$ cat config.mk
export PLATFORM = sky130hd
export DESIGN_NAME = pixel_color_select_mask_unit
export DESIGN_NICKNAME = d
export VERILOG_FILES = /design/src/rtl/pcsm_pkg.sv /design/src/rtl/pcsm_div_stage.sv /design/src/rtl/pcsm_hue_pipe.sv /design/src/rtl/pixel_color_select_mask_unit.sv
export SDC_FILE = /design/constraint.sdc
export NUM_CORES = 2
export LEC_CHECK = 0
export ABC_AREA = 1
export BUFFER_PORTS_ARGS = -buffer_cell sky130_fd_sc_hd__buf_2
export CELL_PAD_IN_SITES_DETAIL_PLACEMENT = 1
export CELL_PAD_IN_SITES_GLOBAL_PLACEMENT = 1
export CORE_ASPECT_RATIO = 1.75
export CORE_MARGIN = 1.5
export CORE_UTILIZATION = 30
export CTS_CLUSTER_DIAMETER = 50
export DETAILED_ROUTE_END_ITERATION = 7
export HOLD_SLACK_MARGIN = 0.05
export PLACE_DENSITY = 0.59
export SLEW_MARGIN = 0
export SYNTH_ARGS = -nofsm -noshare
export SYNTH_HDL_FRONTEND = slang
export SYNTH_SLANG_ARGS = --single-unit
$ cat constraint.sdc
create_clock -name aclk -period 30 [get_ports aclk]
set_clock_uncertainty 0.2 [all_clocks]
set_input_delay 4.5 -clock aclk [delete_from_list [all_inputs] [get_ports aclk]]
set_output_delay 4.5 -clock aclk [all_outputs]
set_load 0.02 [all_outputs]
$ cat src/rtl/pcsm_pkg.sv
// ----------------------------------------------------------------------------
// pcsm_pkg
// Shared types and constants of the pixel color select mask unit: hue
// scale, divider shape, register indexes and the stage records of the
// hue pipeline.
// ----------------------------------------------------------------------------
package pcsm_pkg;

    // color channel width and hue word width (0 .. 1530 * 256)
    localparam int unsigned CH_W       = 8;
    localparam int unsigned HUE_W      = 19;
    localparam int unsigned RANGE_W    = 18;
    localparam int unsigned CENTER_W   = 24;
    localparam int unsigned CFG_DATA_W = 24;
    localparam int unsigned CFG_IDX_W  = 2;

    // hue scale in q8
    localparam logic [HUE_W-1:0] HUE_HALF_Q8 = HUE_W'(765 * 256);
    localparam logic [HUE_W-1:0] HUE_FULL_Q8 = HUE_W'(1530 * 256);

    // divider: 16 quotient bits, 4 per pipeline stage
    localparam int unsigned QUO_W         = 16;
    localparam int unsigned DIV_STEP_BITS = 4;
    localparam int unsigned DIV_STAGES    = QUO_W / DIV_STEP_BITS;

    // channel index of the sector's leading component
    localparam logic [1:0] CH_RED   = 2'd0;
    localparam logic [1:0] CH_GREEN = 2'd1;
    localparam logic [1:0] CH_BLUE  = 2'd2;

    // configuration register indexes
    localparam logic [CFG_IDX_W-1:0] CFG_MODE   = 2'd0;
    localparam logic [CFG_IDX_W-1:0] CFG_CENTER = 2'd1;
    localparam logic [CFG_IDX_W-1:0] CFG_RANGE  = 2'd2;
    localparam logic [CFG_IDX_W-1:0] CFG_INVERT = 2'd3;

    // distance mode
    localparam logic MODE_HUE = 1'b0;
    localparam logic MODE_BOX = 1'b1;

    // sector analysis result
    typedef struct packed {
        logic            grey;
        logic [2:0]      sector;
        logic [CH_W-1:0] mid;
        logic [CH_W-1:0] span;
    } hue_front_t;

    // divider working record: partial remainder, numerator bits shifting out
    // at the top while quotient bits shift in at the bottom
    typedef struct packed {
        logic             grey;
        logic             zero_span;
        logic [2:0]       sector;
        logic [CH_W-1:0]  span;
        logic [CH_W-1:0]  rem;
        logic [QUO_W-1:0] nq;
    } hue_work_t;

endpackage

$ cat src/rtl/pcsm_div_stage.sv
// ----------------------------------------------------------------------------
// pcsm_div_stage
// One registered stage of the restoring divider: four quotient bits of
// numerator / span per clock while en is high.
// ----------------------------------------------------------------------------
module pcsm_div_stage (
    input  logic                  aclk,
    input  logic                  en,
    input  pcsm_pkg::hue_work_t   work_in,
    output pcsm_pkg::hue_work_t   work_out
);

    pcsm_pkg::hue_work_t work_next;
    pcsm_pkg::hue_work_t work_reg;

    // restoring steps, one quotient bit each
    always_comb begin
        logic [pcsm_pkg::CH_W:0] trial;
        logic                    ge;
        work_next = work_in;
        for (int i = 0; i < int'(pcsm_pkg::DIV_STEP_BITS); i++) begin
            trial = {work_next.rem, work_next.nq[pcsm_pkg::QUO_W-1]};
            ge    = (trial >= {1'b0, work_next.span});
            if (ge) begin
                work_next.rem = pcsm_pkg::CH_W'(trial - {1'b0, work_next.span});
            end else begin
                work_next.rem = trial[pcsm_pkg::CH_W-1:0];
            end
            work_next.nq = {work_next.nq[pcsm_pkg::QUO_W-2:0], ge};
        end
    end

    // stage register
    always_ff @(posedge aclk) begin
        if (en) begin
            work_reg <= work_next;
        end
    end

    assign work_out = work_reg;

endmodule

$ cat src/rtl/pcsm_hue_pipe.sv
// ----------------------------------------------------------------------------
// pcsm_hue_pipe
// Hexcone hue of one color in q8, fraction truncated. Seven register
// stages: sector analysis, numerator, four divider stages, hue assembly.
// ----------------------------------------------------------------------------
module pcsm_hue_pipe (
    input  logic                            aclk,
    input  logic                            en,
    input  logic [pcsm_pkg::CH_W-1:0]       red,
    input  logic [pcsm_pkg::CH_W-1:0]       green,
    input  logic [pcsm_pkg::CH_W-1:0]       blue,
    output logic [pcsm_pkg::HUE_W-1:0]      hue
);

    logic [1:0]                  top;
    logic [pcsm_pkg::CH_W-1:0]   c_top;
    logic [pcsm_pkg::CH_W-1:0]   c_mid;
    logic [pcsm_pkg::CH_W-1:0]   c_lo;
    logic                        sec1;
    pcsm_pkg::hue_front_t        front_next;
    pcsm_pkg::hue_front_t        front_reg;
    logic [23:0]                 num;
    pcsm_pkg::hue_work_t         work_next;
    pcsm_pkg::hue_work_t         work_reg;
    pcsm_pkg::hue_work_t         div_chain [pcsm_pkg::DIV_STAGES+1];
    pcsm_pkg::hue_work_t         div_last;
    logic [pcsm_pkg::HUE_W-1:0]  base;
    logic [pcsm_pkg::HUE_W-1:0]  hue_next;
    logic [pcsm_pkg::HUE_W-1:0]  hue_reg;

    // sector analysis: leading channel, offset within sector and span
    always_comb begin
        if (blue < red) begin
            top = (green < blue) ? pcsm_pkg::CH_BLUE : pcsm_pkg::CH_RED;
        end else begin
            top = (red < green) ? pcsm_pkg::CH_GREEN : pcsm_pkg::CH_BLUE;
        end
        unique case (top)
            pcsm_pkg::CH_RED: begin
                c_top = red;   c_mid = green; c_lo = blue;
            end
            pcsm_pkg::CH_GREEN: begin
                c_top = green; c_mid = blue;  c_lo = red;
            end
            default: begin
                c_top = blue;  c_mid = red;   c_lo = green;
            end
        endcase
        sec1              = (c_mid > c_top);
        front_next.grey   = (red == green) && (red == blue);
        front_next.sector = {top, sec1};
        front_next.mid    = sec1 ? (c_mid - c_top) : (c_mid - c_lo);
        front_next.span   = sec1 ? (c_mid - c_lo) : (c_top - c_lo);
    end

    // numerator mid * 255 * 256, upper byte seeds the remainder
    always_comb begin
        num = {front_reg.mid, 16'd0} - {8'd0, front_reg.mid, 8'd0};
        work_next.grey      = front_reg.grey;
        work_next.zero_span = (front_reg.span == '0);
        work_next.sector    = front_reg.sector;
        work_next.span      = front_reg.span;
        work_next.rem       = num[23:16];
        work_next.nq        = num[15:0];
    end

    always_ff @(posedge aclk) begin
        if (en) begin
            front_reg <= front_next;
            work_reg  <= work_next;
        end
    end

    // divider stages
    assign div_chain[0] = work_reg;

    for (genvar s = 0; s < int'(pcsm_pkg::DIV_STAGES); s++) begin : g_div
        pcsm_div_stage u_div_stage (
            .aclk     (aclk),
            .en       (en),
            .work_in  (div_chain[s]),
            .work_out (div_chain[s+1])
        );
    end

    assign div_last = div_chain[pcsm_pkg::DIV_STAGES];

    // hue = sector * 255 * 256 + fraction; grey is 0
    always_comb begin
        base = {div_last.sector, 16'd0} - {8'd0, div_last.sector, 8'd0};
        if (div_last.grey) begin
            hue_next = '0;
        end else if (div_last.zero_span) begin
            hue_next = base;
        end else begin
            hue_next = base + {3'd0, div_last.nq};
        end
    end

    always_ff @(posedge aclk) begin
        if (en) begin
            hue_reg <= hue_next;
        end
    end

    assign hue = hue_reg;

endmodule

$ cat src/rtl/pixel_color_select_mask_unit.sv
// ----------------------------------------------------------------------------
// pixel_color_select_mask_unit
// Color key mask: one select bit per rgb pixel, by hue distance or by
// per-channel box distance to a configured center color.
// ----------------------------------------------------------------------------
// The unit takes one pixel item per clock while the result side does not
// stall, and returns its select bit at the end of a pipeline made of the
// hue path: sector analysis, numerator, a four-stage radix-16 restoring
// divider, hue assembly, hue difference and the final wrap and compare.
// A stall on the result side holds the whole pipeline in place; s_ready
// follows !m_valid || m_ready. The center hue runs through its own copy of
// the hue pipeline in lockstep with the pixels, so registers may be written
// at any idle time and take effect from the next accepted item.
module pixel_color_select_mask_unit (
    input  logic                                aclk,
    input  logic                                aresetn,
    // configuration
    input  logic                                cfg_wr_en,
    input  logic [pcsm_pkg::CFG_IDX_W-1:0]      cfg_index,
    input  logic [pcsm_pkg::CFG_DATA_W-1:0]     cfg_wdata,
    // pixel items
    input  logic                                s_valid,
    output logic                                s_ready,
    input  logic [pcsm_pkg::CH_W-1:0]           s_red,
    input  logic [pcsm_pkg::CH_W-1:0]           s_green,
    input  logic [pcsm_pkg::CH_W-1:0]           s_blue,
    // result items
    output logic                                m_valid,
    input  logic                                m_ready,
    output logic                                m_selected
);

    localparam int unsigned HUE_LAT = 3 + pcsm_pkg::DIV_STAGES;
    localparam int unsigned MID_LAT = HUE_LAT + 1;

    logic                             mode_reg;
    logic [pcsm_pkg::CENTER_W-1:0]    center_reg;
    logic [pcsm_pkg::RANGE_W-1:0]     range_reg;
    logic                             invert_reg;

    logic                             en;
    logic [MID_LAT-1:0]               vld_reg;
    logic [MID_LAT-1:0]               box_hit_reg;
    logic                             box_hit_next;
    logic [pcsm_pkg::HUE_W-1:0]       hue_pix;
    logic [pcsm_pkg::HUE_W-1:0]       hue_ctr;
    logic [pcsm_pkg::HUE_W-1:0]       dist_next;
    logic [pcsm_pkg::HUE_W-1:0]       dist_reg;
    logic [pcsm_pkg::HUE_W-1:0]       range_ext;
    logic                             hue_hit;
    logic                             m_valid_reg;
    logic                             m_selected_reg;
    logic                             m_selected_next;
    logic [pcsm_pkg::CH_W-1:0]        ctr_red;
    logic [pcsm_pkg::CH_W-1:0]        ctr_green;
    logic [pcsm_pkg::CH_W-1:0]        ctr_blue;
    logic [pcsm_pkg::CH_W-1:0]        diff_r;
    logic [pcsm_pkg::CH_W-1:0]        diff_g;
    logic [pcsm_pkg::CH_W-1:0]        diff_b;
    logic [pcsm_pkg::RANGE_W-9:0]     box_lim;

    // configuration registers
    always_ff @(posedge aclk) begin
        if (!aresetn) begin
            mode_reg   <= pcsm_pkg::MODE_HUE;
            center_reg <= '0;
            range_reg  <= '0;
            invert_reg <= 1'b0;
        end else if (cfg_wr_en) begin
            unique case (cfg_index)
                pcsm_pkg::CFG_MODE:   mode_reg   <= cfg_wdata[0];
                pcsm_pkg::CFG_CENTER: center_reg <= cfg_wdata[pcsm_pkg::CENTER_W-1:0];
                pcsm_pkg::CFG_RANGE:  range_reg  <= cfg_wdata[pcsm_pkg::RANGE_W-1:0];
                pcsm_pkg::CFG_INVERT: invert_reg <= cfg_wdata[0];
                default: ;
            endcase
        end
    end

    assign ctr_red   = center_reg[23:16];
    assign ctr_green = center_reg[15:8];
    assign ctr_blue  = center_reg[7:0];

    // pipeline advance
    assign en      = !m_valid_reg || m_ready;
    assign s_ready = en;

    // hue of pixel and center
    pcsm_hue_pipe u_hue_pix (
        .aclk  (aclk),
        .en    (en),
        .red   (s_red),
        .green (s_green),
        .blue  (s_blue),
        .hue   (hue_pix)
    );

    pcsm_hue_pipe u_hue_ctr (
        .aclk  (aclk),
        .en    (en),
        .red   (ctr_red),
        .green (ctr_green),
        .blue  (ctr_blue),
        .hue   (hue_ctr)
    );

    // box distance on the raw pixel
    always_comb begin
        diff_r  = (s_red   > ctr_red)   ? s_red   - ctr_red   : ctr_red   - s_red;
        diff_g  = (s_green > ctr_green) ? s_green - ctr_green : ctr_green - s_green;
        diff_b  = (s_blue  > ctr_blue)  ? s_blue  - ctr_blue  : ctr_blue  - s_blue;
        box_lim = range_reg[pcsm_pkg::RANGE_W-1:8];
        box_hit_next = ({2'd0, diff_r} <= box_lim) && ({2'd0, diff_g} <= box_lim)
                    && ({2'd0, diff_b} <= box_lim);
    end

    // hue difference
    assign dist_next = (hue_pix >= hue_ctr) ? (hue_pix - hue_ctr) : (hue_ctr - hue_pix);

    // valid bits and box result travel alongside the hue pipeline
    always_ff @(posedge aclk) begin
        if (!aresetn) begin
            vld_reg     <= '0;
            m_valid_reg <= 1'b0;
        end else if (en) begin
            vld_reg     <= {vld_reg[MID_LAT-2:0], s_valid};
            m_valid_reg <= vld_reg[MID_LAT-1];
        end
    end

    always_ff @(posedge aclk) begin
        if (en) begin
            box_hit_reg    <= {box_hit_reg[MID_LAT-2:0], box_hit_next};
            dist_reg       <= dist_next;
            m_selected_reg <= m_selected_next;
        end
    end

    // wrap at half circle, compare, pick mode, invert
    always_comb begin
        range_ext = {1'b0, range_reg};
        if (dist_reg > pcsm_pkg::HUE_HALF_Q8) begin
            hue_hit = (pcsm_pkg::HUE_FULL_Q8 - dist_reg) <= range_ext;
        end else begin
            hue_hit = dist_reg <= range_ext;
        end
        m_selected_next = ((mode_reg == pcsm_pkg::MODE_BOX) ? box_hit_reg[MID_LAT-1]
                                                             : hue_hit) ^ invert_reg;
    end

    assign m_valid    = m_valid_reg;
    assign m_selected = m_selected_reg;

endmodule

; Word-level counts from Yosys, hierarchy flattened
; Index checks and enable logic that the tools add are counted.
[totals]
romBits = 0
register_bits = 497
out_inout_bits = 3
latch_bits = 0
n_memories = 0
mem_bits_rw = 0
[op_classes]
eq_ne = 9
n_reduce_logical = 15
n_bitwise = 1
n_shift = 0
magnitude_cmp = 50
mux = 54
addsub = 51
div_mod_pow = 0
n_mul = 0
[ops]
columns = cell, n
row1 = 8-bit subtractor, 42
row2 = 8-bit two-way mux, 37
row3 = 9-bit by 8-bit >= comparator with 1-bit output, 32
row4 = 8-bit one-hot mux with 2 select lines, 6
row5 = 19-bit two-way mux, 3
row6 = 8-bit less-than comparator, 6
row7 = 24-bit by 16-bit subtractor with 24-bit output, 2
row8 = 8-bit > comparator, 5
row9 = 19-bit by 16-bit adder with 19-bit output, 2
row10 = 19-bit by 18-bit <= comparator with 1-bit output, 2
row11 = 19-bit by 11-bit subtractor with 19-bit output, 2
row12 = 19-bit subtractor, 2
row13 = 8-bit == test, 4
row14 = 8-bit by 10-bit <= comparator with 1-bit output, 3
row15 = 19-bit >= comparator, 1
row16 = "19-bit by 18-bit > comparator with 1-bit output, second input constant", 1
row17 = "19-bit subtractor, first input constant", 1
row18 = 8-bit zero test, 2
row19 = 2-bit two-way mux, 6
row20 = 2-bit AND reduction, 4
row21 = "2-bit by 1-bit == test with 1-bit output, second input constant", 3
row22 = 2-bit zero test, 3
row23 = "2-bit == test, second input constant", 2
row24 = 1-bit logical AND, 4
row25 = other kinds (4), 5

; Logic depth before layout (Yosys ltp)
[logic_depth]
word_depth = 8
depth_mapped = 48
ltp_nobuf = 46

; Hierarchy
; A second synthesis with hierarchy kept.
[unflattened]
cells_unflattened = 5360
area_unflattened_um2 = 43544.3
[by_module_without_submodules]
columns = mod, instances, area_per_inst_um2, cells_each
row1 = pcsm_div_stage at u_hue_ctr.g_div[0].u_div_stage ..., 4, 3101.7, 369
row2 = pcsm_div_stage at u_hue_pix.g_div[0].u_div_stage ..., 3, 3057.9, 372
row3 = pixel_color_select_mask_unit, 1, 8519.4, 1214
row4 = pcsm_hue_pipe at u_hue_ctr, 1, 5099.9, 590
row5 = pcsm_hue_pipe at u_hue_pix, 1, 5077.4, 590
row6 = pcsm_div_stage at u_hue_pix.g_div[3].u_div_stage, 1, 3266.9, 374

; Least setup slack after synthesis
; No wires, ideal clock.
[synth_timing]
kind = in2out
start = input m_ready
end = output s_ready
stages = 2
n_path_buf = 0
path_slack_ns = 13.150
arrival_ns = 12.150
path_cell_list = nor2_1 clkinv_1
[synth_via]
elab_chain_len = 1
[synth_rtl]
columns = item, line
row1 = from (decl), pixel_color_select_mask_unit.sv:29  ; input logic m_ready,
row2 = 1-bit logical OR, pixel_color_select_mask_unit.sv:85  ; assign en = !m_valid_reg || m_ready;
row3 = to (decl), pixel_color_select_mask_unit.sv:23  ; output logic s_ready,
; No other way between the ends.

; Worst setup path after layout
; Same ends and word-level chain as after synthesis.

==> results.sh <==
export IMPL_synth_main_ff_cell="edfxtp_1"
export IMPL_synth_largest_area_cell="edfxtp_1"
export IMPL_hp_class="register to register"
export IMPL_status="finished, final reports clean"
export IMPL_htreeDepth=2
export IMPL_route_vias_total=32290
export IMPL_clock_sinks=441
export IMPL_routed_wl_um=117000
export IMPL_worstSkewPairLatency_ns=0.64
export IMPL_clock_path_buffers=3
export IMPL_drc=0
export IMPL_area_delta_synth_final_pct=10.3
export IMPL_cp_max_fo=112
export IMPL_portBuffers=57
export IMPL_io_pins=58
export IMPL_ys_seq_area_frac=0.330
export IMPL_final_layout_size_suffix_gt1_frac=0.0726
export IMPL_synth_edf_count=388
export IMPL_maxCapViolations=0
export IMPL_cts_tree="yes"
export IMPL_arrival_ns=6.30
export IMPL_grt_overflow_total=0
export IMPL_initial_utilization=0.303
export IMPL_grt_pass1_wl_um=185000
export IMPL_grt_pass1_vias=34658
export IMPL_rsz0062_at_grt="no"
export IMPL_cts_inserted_buffers=53
export IMPL_antenna_found_initial=5
export IMPL_hold_violations=0
export IMPL_setup_viol=0
export IMPL_required_ns=25.30
export IMPL_synth_top_cells_by_area="edfxtp_1, ha_1, nand2_1"
export IMPL_postCtsSetupBuffers=0
export IMPL_crit_type="input port to primary output"
export IMPL_die_area_um2=130000
export IMPL_tightest_slew_ns=1.11
export IMPL_synth_yosys_warnings=0
export IMPL_crit_path_cell_trace="buf_2, nor2_1, inv_8, buf_2"
export IMPL_ant_nets=0
export IMPL_setup_worst_path_start_class="input port"
export IMPL_clkTransAtPathRegs_ns=0.06
export IMPL_grt_max_degree=113
export IMPL_viasPerCell=4.91
export IMPL_die_x_um=274
export IMPL_grtUsageTotal=0.179
export IMPL_critPathSlowestCell="nor2_1"
export IMPL_place_gp_congestion=0.858
export IMPL_layout_commonest_cell="nand2_1"
export IMPL_cpMostUsedCell="buf_2"
export IMPL_slew_viol_final=0
export IMPL_post_cts_resize_count=0
export IMPL_relSlewSlack=0.261
export IMPL_cpPeakStageDelay_ns=0.64
export IMPL_drtIter0Drc=1065
export IMPL_post_route_period_util=0.367
export IMPL_place_detailed_hpwl_um=98200
export IMPL_layout_common_cells="nand2_1, inv_1, ha_1, a21oi_1, edfxtp_1"
export IMPL_synth_seq_cells=441
export IMPL_drt_pass1_iterations=5
export IMPL_nets=5463
export IMPL_ys_async_sr_fraction=0
export IMPL_cp_end_kind="primary output"
export IMPL_coreArea_um2=127000
export IMPL_fin_tns_setup_ns=0
export IMPL_syn_cell_area_um2=38500
export IMPL_cts_root_buf="clkbuf_16"
export IMPL_synth_top_area_share=0.303
export IMPL_postCtsHoldBufs=0
export IMPL_fmax_ghz=0.0909
export IMPL_post_drt_wl_per_cell_um=17.8
export IMPL_syn_instance_count=4816
export IMPL_syn_num_nets=5407
export IMPL_finalCriticalPeriod_ns=11.00
export IMPL_rows=173
export IMPL_fp_dieH_um=477
export IMPL_synth_area_per_cell_um2=7.99
export IMPL_synthDistinctLibCells=74
==> synth_stat cells (19+ instances only) <==
| cell | n |
|---|---|
| or2_2 | 37 |
| o21ai_0 | 269 |
| xnor2_1 | 71 |
| ha_1 | 500 |
| nor2_1 | 274 |
| nand3_1 | 199 |
| nand3b_1 | 19 |
| a21oi_1 | 429 |
| nor3_1 | 47 |
| nand2_1 | 1100 |
| o22ai_1 | 22 |
| edfxtp_1 | 388 |
| o21ai_1 | 39 |
| nand2_2 | 38 |
| dfxtp_1 | 53 |
| fa_1 | 36 |
| xor2_1 | 176 |
| inv_1 | 704 |
| clkbuf_1 | 24 |
| buf_2 | 19 |
| nand4_1 | 49 |
| inv_2 | 24 |
==> final timing paths <==
kind	start	end	slack, ns	depth (start not counted)
hold / removal	u_hue_pix.front_reg[18]	u_hue_pix.div_chain[182]	0.21	0
setup / recovery	m_ready	s_ready	19.00	4
hold reg to reg	u_hue_pix.front_reg[18]	u_hue_pix.div_chain[182]	0.21	0
setup reg to reg	u_hue_pix.g_div[0].u_div_stage.work_out[25]	u_hue_pix.g_div[1].u_div_stage.work_out[17]	21.91	38
==> logic make-up after synthesis <==
| logic type | after synthesis | synth area share |
|---|---|---|
| and+or+nand+nor | 1861 | 0.214 |
| AOI/OAI and AO/OA | 922 | 0.134 |
| muxes | 9 | 0.00257 |
| DFF | 441 | 0.330 |
| buffers and inverters | 800 | 0.0820 |
| adders and majority gates | 536 | 0.181 |
| xor gates and xnor gates | 247 | 0.0562 |
==> cell type report <==
type	instances	area, um^2
fillers	15200	84600
multi-input cells	3575	22600
flip-flops and latches	441	12700
inverters	735	2780
well taps	1662	2080
clock buffers	59	1350
clock inverters	40	544
repair buffers	66	353
diodes	3	7.51
==> routing by layer <==
layer,wire (um),global-route usage,share of wire,vias to the layer above
met5,18,0,0.00015,-
met4,5570,0.0825,0.047,4
li1,-,-,-,16259
met3,2080,0.0160,0.018,212
met2,69300,0.382,0.59,338
met1,40400,0.162,0.34,15477
==> per-stage QoR <==
step	setup WS, ns	hold slack (ns)	cell area (um^2)	cells	util
floorplan	13.15	0.200	38500	4816	-
global placement	19.17	0.202	40500	6479	0.319
detailed placement	19.13	0.205	40500	6479	0.319
CTS	19.14	0.210	42400	6578	0.334
global route	18.94	0.218	42400	6580	0.334
finish	19.00	0.210	42400	6581	0.334
==> worst max-delay path, delay by kind of cell <==
kind	cells	cell delay (ns)
simple gates	1	0.64
buf+inv	3	0.88
Power is left out: the tool's default activity adds up to more than one toggle a clock period on the data nets, which glitch-free logic cannot reach.
